**config.mk**
```make
export PLATFORM = sky130hd
export DESIGN_NAME = edf_tick_scheduler_top
export DESIGN_NICKNAME = d
export VERILOG_FILES = /design/src/edfts_pkg.sv /design/src/edfts_cell.sv /design/src/edf_tick_scheduler_top.sv
export SDC_FILE = /design/constraint.sdc
export NUM_CORES = 2
export LEC_CHECK = 0
export BUFFER_PORTS_ARGS = -buffer_cell sky130_fd_sc_hd__buf_2
export CAP_MARGIN = 20
export CORE_UTILIZATION = 64
export CTS_CLUSTER_DIAMETER = 50
export DETAILED_ROUTE_END_ITERATION = 12
export PLACE_DENSITY = 0.81
export RECOVER_POWER = 25
export SLEW_MARGIN = 40
export SYNTH_ARGS = -nofsm -noshare
export SYNTH_HDL_FRONTEND = slang
export SYNTH_SLANG_ARGS = --single-unit
```
**constraint.sdc**
```tcl
create_clock -name clk -period 6.84 [get_ports clk]
set_input_delay 1.368 -clock clk [delete_from_list [all_inputs] [get_ports clk]]
set_output_delay 1.368 -clock clk [all_outputs]
set_load 0.1 [all_outputs]
```
**src/edfts_pkg.sv**
```systemverilog
// ----------------------------------------------------------------------------
// edfts_pkg: shared types and constants
// Widths, choice codes and the beat records that pass between the cells of
// the tick scheduler.
// ----------------------------------------------------------------------------
package edfts_pkg;

    localparam int MAX_TASKS  = 8;
    localparam int TIME_BITS  = 16;
    localparam int SLACK_BITS = TIME_BITS + 2;
    localparam int IDX_BITS   = (MAX_TASKS > 1) ? $clog2(MAX_TASKS) : 1;
    localparam int CNT_BITS   = 4;
    localparam int CODE_BITS  = $clog2(MAX_TASKS + 2);

    localparam logic [CODE_BITS-1:0] CODE_IDLE = CODE_BITS'(MAX_TASKS);
    localparam logic [CODE_BITS-1:0] CODE_NONE = CODE_BITS'(MAX_TASKS + 1);

    localparam logic [SLACK_BITS-1:0] SLACK_MIN = {1'b1, {(SLACK_BITS-1){1'b0}}};

    localparam logic REQ_LOAD = 1'b0;
    localparam logic REQ_TICK = 1'b1;

    typedef logic [TIME_BITS-1:0] time_t;
    typedef logic [IDX_BITS-1:0]  idx_t;

    // search beat handed from cell to cell
    typedef struct packed {
        logic                          valid;
        logic                          found;
        idx_t                          pick;
        logic signed [SLACK_BITS-1:0]  best;
    } token_t;

    // end-of-tick update broadcast to all cells
    typedef struct packed {
        logic valid;
        logic found;
        idx_t pick;
    } commit_t;

endpackage

```
**src/edfts_cell.sv**
```systemverilog
// ----------------------------------------------------------------------------
// edfts_cell: one task slot
// Holds one task's tables and running state, releases the task when the
// search beat passes and its countdown has run out, folds it into the
// least-slack search and hands the beat to the next cell.
// ----------------------------------------------------------------------------
module edfts_cell (
    input  logic               clk,
    input  logic               rst_n,
    input  edfts_pkg::idx_t    cell_id,
    input  logic               active,
    input  logic               load_en,
    input  edfts_pkg::time_t   capacity,
    input  edfts_pkg::time_t   rel_deadline,
    input  edfts_pkg::time_t   task_period,
    input  edfts_pkg::token_t  tok_in,
    input  edfts_pkg::commit_t commit,
    output edfts_pkg::token_t  tok_out
);
    import edfts_pkg::*;

    time_t                        cap_reg;
    time_t                        deadline_reg;
    time_t                        period_reg;
    time_t                        pend_reg;
    time_t                        pend_next;
    logic signed [SLACK_BITS-1:0] slack_reg;
    logic signed [SLACK_BITS-1:0] slack_next;
    time_t                        cnt_reg;
    time_t                        cnt_next;
    token_t                       tok_reg;
    token_t                       tok_next;

    logic                         release_now;
    logic [TIME_BITS:0]           pend_sum;
    time_t                        pend_rel;
    logic signed [SLACK_BITS-1:0] slack_rel;
    logic                         take;

    always_comb
    begin
        release_now = tok_in.valid && active && (cnt_reg == '0);
        pend_sum    = {1'b0, pend_reg} + {1'b0, cap_reg};
        if (release_now)
        begin
            pend_rel  = pend_sum[TIME_BITS] ? {TIME_BITS{1'b1}} : pend_sum[TIME_BITS-1:0];
            slack_rel = $signed({{(SLACK_BITS-TIME_BITS){1'b0}}, deadline_reg});
        end
        else
        begin
            pend_rel  = pend_reg;
            slack_rel = slack_reg;
        end
        take = active && (pend_rel != '0) && (!tok_in.found || (slack_rel < tok_in.best));

        tok_next       = tok_in;
        if (take)
        begin
            tok_next.found = 1'b1;
            tok_next.pick  = cell_id;
            tok_next.best  = slack_rel;
        end

        pend_next  = pend_reg;
        slack_next = slack_reg;
        cnt_next   = cnt_reg;
        if (load_en)
        begin
            pend_next = '0;
            cnt_next  = '0;
        end
        else if (release_now)
        begin
            pend_next  = pend_rel;
            slack_next = slack_rel;
            cnt_next   = period_reg;
        end
        else if (commit.valid && active)
        begin
            if (commit.found && (commit.pick == cell_id))
                pend_next = pend_reg - TIME_BITS'(1);
            if (slack_reg != $signed(SLACK_MIN))
                slack_next = slack_reg - SLACK_BITS'(1);
            if (cnt_reg != '0)
                cnt_next = cnt_reg - TIME_BITS'(1);
        end
    end

    // task tables: undefined until loaded
    always_ff @(posedge clk)
    begin
        if (load_en)
        begin
            cap_reg      <= capacity;
            deadline_reg <= rel_deadline;
            period_reg   <= task_period;
        end
    end

    always_ff @(posedge clk or negedge rst_n)
    begin
        if (!rst_n)
        begin
            pend_reg  <= '0;
            slack_reg <= '0;
            cnt_reg   <= '0;
            tok_reg   <= '0;
        end
        else
        begin
            pend_reg  <= pend_next;
            slack_reg <= slack_next;
            cnt_reg   <= cnt_next;
            tok_reg   <= tok_next;
        end
    end

    assign tok_out = tok_reg;

endmodule

```
**src/edf_tick_scheduler_top.sv**
```systemverilog
// ----------------------------------------------------------------------------
// edf_tick_scheduler_top: periodic earliest-deadline-first tick scheduler
// A load beat gives no result. A tick beat runs a search beat down the row
// of task cells, one cell per cycle, then commits. done pulses once the
// commit is registered; busy holds from start until then, so a new start
// waits for busy to drop. The result cannot be stalled.
// Reset clears pending work, slack, countdowns, the last choice and the
// active count; task tables hold garbage until loaded.
// ----------------------------------------------------------------------------
module edf_tick_scheduler_top (
    input  logic                      clk,
    input  logic                      rst_n,
    input  logic                      start,
    output logic                      busy,
    input  logic                      req_type,
    input  logic [2:0]                task_index,
    input  logic [15:0]               capacity,
    input  logic [15:0]               rel_deadline,
    input  logic [15:0]               task_period,
    input  logic                      cfg_valid,
    output logic                      cfg_ready,
    input  logic [3:0]                cfg_active_tasks,
    output logic                      done,
    output logic [2:0]                running_task,
    output logic                      cpu_idle,
    output logic                      switched
);
    import edfts_pkg::*;

    logic [CNT_BITS-1:0]  active_reg;
    logic [CNT_BITS-1:0]  live_count;
    logic [MAX_TASKS-1:0] active_vec;
    logic                 busy_reg;
    logic                 busy_next;
    logic                 done_reg;
    logic [2:0]           run_reg;
    logic [2:0]           run_next;
    logic                 idle_reg;
    logic                 sw_reg;
    logic                 sw_next;
    logic [CODE_BITS-1:0] prev_reg;
    logic [CODE_BITS-1:0] prev_next;
    logic [CODE_BITS-1:0] code;

    logic                 accept;
    logic                 load_accept;
    logic                 tick_accept;
    token_t               tok_chain [MAX_TASKS+1];
    commit_t              commit;

    assign accept      = start && !busy_reg;
    assign load_accept = accept && (req_type == REQ_LOAD);
    assign tick_accept = accept && (req_type == REQ_TICK);
    assign cfg_ready   = 1'b1;

    assign live_count = (active_reg > CNT_BITS'(MAX_TASKS)) ? CNT_BITS'(MAX_TASKS) : active_reg;

    always_comb
    begin
        tok_chain[0]       = '0;
        tok_chain[0].valid = tick_accept;
    end

    assign commit.valid = tok_chain[MAX_TASKS].valid;
    assign commit.found = tok_chain[MAX_TASKS].found;
    assign commit.pick  = tok_chain[MAX_TASKS].pick;

    genvar k;
    generate
        for (k = 0; k < MAX_TASKS; k++)
        begin : g_cell
            assign active_vec[k] = (CNT_BITS'(k) < live_count);

            edfts_cell u_cell (
                .clk          (clk),
                .rst_n        (rst_n),
                .cell_id      (IDX_BITS'(k)),
                .active       (active_vec[k]),
                .load_en      (load_accept && (task_index == 3'(k))),
                .capacity     (capacity),
                .rel_deadline (rel_deadline),
                .task_period  (task_period),
                .tok_in       (tok_chain[k]),
                .commit       (commit),
                .tok_out      (tok_chain[k+1])
            );
        end
    endgenerate

    always_comb
    begin
        code      = commit.found ? CODE_BITS'(commit.pick) : CODE_IDLE;
        run_next  = commit.found ? 3'(commit.pick) : 3'd0;
        sw_next   = (code != prev_reg);
        prev_next = commit.valid ? code : prev_reg;
        if (tick_accept)
            busy_next = 1'b1;
        else if (commit.valid)
            busy_next = 1'b0;
        else
            busy_next = busy_reg;
    end

    always_ff @(posedge clk or negedge rst_n)
    begin
        if (!rst_n)
        begin
            active_reg <= '0;
            busy_reg   <= 1'b0;
            done_reg   <= 1'b0;
            prev_reg   <= CODE_NONE;
        end
        else
        begin
            if (cfg_valid && cfg_ready)
                active_reg <= cfg_active_tasks;
            busy_reg <= busy_next;
            done_reg <= commit.valid;
            prev_reg <= prev_next;
        end
    end

    always_ff @(posedge clk)
    begin
        if (commit.valid)
        begin
            run_reg  <= run_next;
            idle_reg <= !commit.found;
            sw_reg   <= sw_next;
        end
    end

    assign busy         = busy_reg;
    assign done         = done_reg;
    assign running_task = run_reg;
    assign cpu_idle     = idle_reg;
    assign switched     = sw_reg;

endmodule
```
Yosys cells after proc, flatten, opt, wreduce, memory -nomap -nowiden
Index checks and enable logic that the tools add are counted.
{"block": "word_totals", "register_bits": 965, "latch_bits": 0, "ramBits": 0, "rom_bits": 0, "in_bits": 60, "elab_cells": 455, "n_memories": 0}
{"block": "classes", "add_sub_neg": 32, "multipliers": 0, "div": 0, "n_lt_le_gt_ge": 16, "eq_ne": 23, "shift": 0, "mux": 124, "bitwise": 9, "n_reduce_logical": 165}
{"cell": "16-bit 2-to-1 mux", "n": 80}
{"cell": "18-bit 2-to-1 mux", "n": 32}
{"cell": "16-bit nonzero test", "n": 16}
{"cell": "16-bit by 1-bit subtractor with 16-bit output, second input constant", "n": 16}
{"cell": "22-bit 2-to-1 mux", "n": 8}
{"cell": "18-bit != test, second input constant", "n": 8}
{"cell": "18-bit by 2-bit subtractor with 18-bit output, second input constant", "n": 8}
{"cell": "16-bit by 16-bit adder with 17-bit output", "n": 8}
{"cell": "16-bit logical NOT", "n": 8}
{"cell": "18-bit < comparator", "n": 7}
{"cell": "3-bit nonzero test", "n": 24}
{"cell": "1-bit logical AND", "n": 58}
{"cell": "2-bit nonzero test", "n": 17}
{"cell": "2-bit AND reduction", "n": 16}
{"cell": "3-bit == test, second input constant", "n": 8}
{"cell": "3-bit AND reduction", "n": 8}
{"cell": "3-bit by 4-bit < comparator with 1-bit output, first input constant", "n": 4}
{"cell": "3-bit by 2-bit == test with 1-bit output, second input constant", "n": 4}
{"cell": "1-bit logical NOT", "n": 9}
{"cell": "1-bit NOT", "n": 9}
{"cell": "1-bit by 4-bit < comparator with 1-bit output, first input constant", "n": 2}
{"cell": "2-bit by 4-bit < comparator with 1-bit output, first input constant", "n": 2}
{"cell": "4-bit 2-to-1 mux", "n": 2}
{"cell": "1-bit logical OR", "n": 7}
{"cell": "other kinds (5)", "n": 8}

Depth between registers and ports, before layout
{"block": "logic_depth", "ltp_word": 10, "mapped_depth": 22}

Modules after synthesis
From an unflattened synthesis, not the netlist that was laid out.
{"block": "unflattened", "cells_unflattened": 5954, "area_unflattened_um2": 57422.6}
{"module": "edfts_cell at g_cell[1].u_cell ...", "n_inst": 3, "cells_each": 735, "area_per_inst_um2": 7055.5, "seq_area_each_um2": 3268.1}
{"module": "edfts_cell at g_cell[6].u_cell", "n_inst": 1, "cells_each": 754, "area_per_inst_um2": 7185.6, "seq_area_each_um2": 3268.1}
{"module": "edfts_cell at g_cell[4].u_cell", "n_inst": 1, "cells_each": 746, "area_per_inst_um2": 7151.9, "seq_area_each_um2": 3268.1}
{"module": "edfts_cell at g_cell[7].u_cell", "n_inst": 1, "cells_each": 744, "area_per_inst_um2": 7080.5, "seq_area_each_um2": 3268.1}
{"module": "edfts_cell at g_cell[0].u_cell", "n_inst": 1, "cells_each": 735, "area_per_inst_um2": 7076.8, "seq_area_each_um2": 3268.1}
{"module": "edfts_cell at g_cell[5].u_cell", "n_inst": 1, "cells_each": 708, "area_per_inst_um2": 7021.7, "seq_area_each_um2": 3268.1}
{"module": "edf_tick_scheduler_top", "n_inst": 1, "cells_each": 62, "area_per_inst_um2": 739.5, "seq_area_each_um2": 402.9}

Least setup slack after synthesis
OpenSTA, ideal clock, no wires.
{"block": "synth_path", "kind": "reg2reg", "startpoint": "register g_cell[6].u_cell.cnt_reg[9]", "endpoint": "register g_cell[6].u_cell.tok_reg (netlist bit g_cell[6].u_cell.tok_out[11])", "arrival_ps": 4686, "slack_ps": 2026, "stages_incl_launch_ff": 20, "path_buffers": 4, "period_less_slack_ps": 4814, "cell_sequence": "dfrtp_1 -> or4_1 -> nand4b_1 -> nor3b_1 -> clkbuf_1 -> buf_1 -> buf_1 -> nand2_1 -> nand2_1 -> ha_1 -> a21o_1 -> a21o_1 -> a221oi_1 -> o21ai_0 -> a211oi_1 -> xor2_1 -> a21oi_1 -> o21a_1 -> clkbuf_1 -> mux2_1"}
{"item": "from (decl)", "line_no": "edfts_cell.sv:29", "text": "time_t cnt_reg;"}
{"item": "from (signal assigned)", "line_no": "edfts_cell.sv:113", "text": "cnt_reg <= cnt_next;"}
{"item": "to (signal assigned)", "line_no": "edfts_cell.sv:114", "text": "tok_reg <= tok_next;"}
{"item": "to (decl)", "line_no": "edfts_cell.sv:31", "text": "token_t tok_reg;"}

==> out/metrics.csv <==
stage,metric,value,unit
drt,"antenna viol nets, final",0,
drt,Vias,46100,
finish,Layout area overhead,10.2,%
grt,met3 Use GR,7.89,%
min_path,worst hold path type,reg2reg,
timing,final slew viol count,83,
grt,GRT Overall Usage,37.1,%
clock_network,TritonCTS clock tree,done,
setup_path,Crit path arrival time,5890,ps
run_status,violated checks,"capacitance limit, slew limit",
setup_path,worst setup path startpoint,g_cell[4].u_cell.cnt_reg[0],
floorplan,Die ar.,86300,µm²
setup_path,CP max FO,29,
yosys,"top cells by area, synth","dfrtp_1 26%, edfxtp_1 21%, ha_1 6.4%, nand2_1 5.2%, a21oi_1 4.5%",
yosys,mapped cell area,54500,µm²
power,switching power of the nets,2.99,mW
yosys,Syn. warnings,0,
setup_path,Worst Setup Start Kind,register,
timing,endpoints failing setup,0,
yosys,synthesized area per cell,9.54,µm²
grt,met1 Use GR,50.3,%
power,P_leak,23.9,nW
grt,largest net degree at the start of global routing,151,
drt,wire per inst,23.0,µm
timing,Final period util,77.9,%
grt,GR Overflow Total,0,
timing,Final min period,5330,ps
setup_path,Worst R2R Start,g_cell[4].u_cell.cnt_reg[0],
setup_path,CP max stage cell,nor2_4,
grt,gr busiest metal,met2,
floorplan,Rows,106,
drt,Via-to-Cell Ratio,6.61,
timing,slew of the pin with the lowest slew margin,3940,ps
timing,fmax,188,MHz
placement,dpl hpwl,112000,µm
power,Clock Power Share,48.4,%
timing,RSZ-0062 raised after global routing,false,
drt,WL final,160000,µm
power,Switching Fraction,23.3,%
clock_network,Max Buffers Root-to-Sink,3,
floorplan,I/O pin total,68,
drt,DR pass1 iterations,7,
placement,GPL Wtd Cong,0.974,
floorplan,initial core utilization,64.9,%
power,Total Power,12.8,mW
floorplan,core area,84000,µm²
timing,Final Hold Viols,0,
clock_network,"Clk Latency, worst-skew pair",710,ps
power,Logic pwr share,3.8,%
clock_network,clk sinks,958,
yosys,number of synthesized register bits,958,
grt,vias in the first global route,44100,
grt,met2 GRT Util,56.4,%
setup_path,CP max stage delay,660,ps
clock_network,H-Tree Depth,3,
timing,Slew Limit Headroom,-163,%
finish,"Net count, final",6078,
yosys,ys flop type,dfrtp_1,
clock_network,Clock Pin Slew Worst Setup and Hold Paths,60,ps
setup_path,Critical Path Sink Type,register,
finish,number of flip-flops in the largest register,159,
clock_network,# hold bufs at CTS,0,
yosys,synthesized net count,6060,
floorplan,Die Y,294,µm
run_status,status,"complete, but fails checks",
grt,first-pass GRT wire length,249000,µm
setup_path,"Cell Chain, Critical Path",inv_1 > ha_1 > nor4b_2 > nand4_2 > nor2_4 > buf_4 > nand3_1 > mux2i_4 > or4b_1 > a2111oi_2 > nand3_1 > o211ai_2 > buf_4 > mux2_1,
placement,Buffers on Ports,66,
power,Peak supply drop,0.000246,V
clock_network,post-CTS sizing,0,
run,Max-Cap Viols,2,
yosys,Synth cell types,104,
clock_network,setup bufs post-CTS,0,
yosys,register area share after synthesis,47.6,%
clock_network,root buffer cell,clkbuf_16,
yosys,Synth area leader,dfrtp_1,
setup_path,Setup Crit Path Kind,reg2reg,
yosys,Cells after Synth,5714,
yosys,Synth top area share,26.0,%
drt,First DRT Iteration DRCs,5064,
clock_network,TritonCTS Buffers,111,
timing,clock skew,37.5,ps
setup_path,Critical Path RT,7410,ps
floorplan,Die Wd,294,µm
power,PD cells,213,nW/µm²
timing,setup_tns,0,ps
finish,share of cells above drive strength 1,6.95,%
yosys,ys async rst share,59.4,%
min_path,hold path startpoint,g_cell[6].u_cell.tok_out[22],
power,sequential share of power,47.8,%
power,P_int,9.82,mW
yosys,"EDFF count, synth",389,
grt,initial antenna violation count,15,
drt,number of remaining DRC errors,0,
==> worst max-delay path, delay by kind of cell, from the launching register on <==
kind	cells	cell delay, ps
simple gates	6	2300
buf+inv	3	880
compound gates	2	780
mux	2	600
flops	1	430
fa+ha+maj	1	170
==> per-stage QoR <==
stage | cells | cell area [µm²] | hold slack (ps) | util [%] | setup WS (ps)
after floorplan | 5714 | 54500 | 349 | - | 2030
after global placement | 6750 | 56000 | 362 | 66.7 | 1620
after detailed placement | 6751 | 56100 | 371 | 66.8 | 1700
after CTS | 6963 | 60000 | 381 | 71.5 | 1590
after global routing | 6966 | 60000 | 393 | 71.5 | 1360
final | 6976 | 60000 | 367 | 71.5 | 1510
==> worst paths after layout <==
check | end | slack (ps) | cells after the start
setup / recovery | g_cell[4].u_cell.tok_out[1] | 1510 | 14
hold / removal | g_cell[7].u_cell.tok_out[22] | 370 | 0
setup reg to reg | g_cell[4].u_cell.tok_out[1] | 1510 | 14
hold reg to reg | g_cell[7].u_cell.tok_out[22] | 370 | 0
max in group asynchronous | g_cell[7].u_cell.cnt_reg[13] | 2540 | 1
min in group asynchronous | g_cell[6].u_cell.pend_reg[14] | 2030 | 1
==> synthesized netlist by cell type (all sizes together) (9+ instances only) <==
cell type and count:
buf 40, or4 32, nand2 754, o211ai 33, nand4 58, xnor2 131, or3 106, a31oi 51
nor3b 17, a22oi 24, nand2b 50, nand3b 18, nand3 83, nor3 200, a211oi 74, nor2b 47
o22a 21, a21o 89, nor4 95, ha 278, a21oi 490, inv 265, mux2 119, and3 53
o31a 19, xor2 85, or2 47, o311ai 16, o22ai 41, o21ai 433, a22o 45, and2 35
a221oi 12, nand4b 13, clkbuf 194, nor2 400, o221ai 9, o31ai 38, o21a 56, a311oi 9
nor4b 10, o41ai 20, a2111oi 15, dfrtp 567, edfxtp 389
==> placed cells by master, fill, tap and decap left out, drive strengths merged, types with 20 or more instances in the layout <==
cell    instances
nand2         754
dfrtp         567
a21oi         490
o21ai         433
nor2          400
edfxtp        389
inv           281
ha            278
nor3          200
clkbuf        200
xnor2         131
mux2          119
or3           106
nor4           95
a21o           89
buf            89
xor2           85
nand3          83
a211oi         74
nand4          58
o21a           56
and3           53
a31oi          51
nand2b         50
nor2b          47
or2            47
a22o           45
o22ai          41
o31ai          38
and2           35
o211ai         33
or4            32
clkinv         30
a22oi          24
o22a           21
o41ai          20
==> cell families (layout without fill, tap and decap cells) <==
| group | Yosys count | count (layout) | share of synthesized area (%) |
|---|---|---|---|
| AOI/OAI and AO/OA | 1586 | 1586 | 18.1 |
| xor gates and xnor gates | 216 | 216 | 3.47 |
| adders and majority gates | 286 | 286 | 6.68 |
| buffers and inverters | 501 | 618 | 3.53 |
| DFF | 958 | 958 | 47.6 |
| muxes | 127 | 127 | 2.70 |
| other | 1 | 12 | 0.00688 |
| and+or+nand+nor | 2039 | 2039 | 18.0 |
==> area by class of cell <==
| class | count | area [µm²] |
|---|---|---|
| fill | 6090 | 23900 |
| sequential | 958 | 25900 |
| clock buffer | 150 | 3130 |
| inverter | 267 | 1020 |
| antenna | 11 | 27.5 |
| multi-input combinational | 4255 | 26900 |
| clock inverter | 62 | 759 |
| timing repair buffer | 139 | 915 |
| tap | 1134 | 1420 |
==> per-layer routing <==
layer	up-vias	part of all wire, %
met5	-	0.065
met4	16	5.4
met3	500	10
met2	2533	44
met1	22100	40
li1	21000	-
==> power by group through the flow <==
stage | Combinational [mW] | Sequential [mW] | Clock [mW]
2_1_floorplan | 0.217 | 6.19 | 0
3_3_place_gp | 0.460 | 6.22 | 0
3_5_place_dp | 0.471 | 6.23 | 0
4_1_cts | 0.477 | 6.11 | 6.25
5_1_grt | 0.518 | 6.12 | 6.46
6_report | 0.481 | 6.12 | 6.21
No activity file was read; power rests on OpenSTA's default activity.
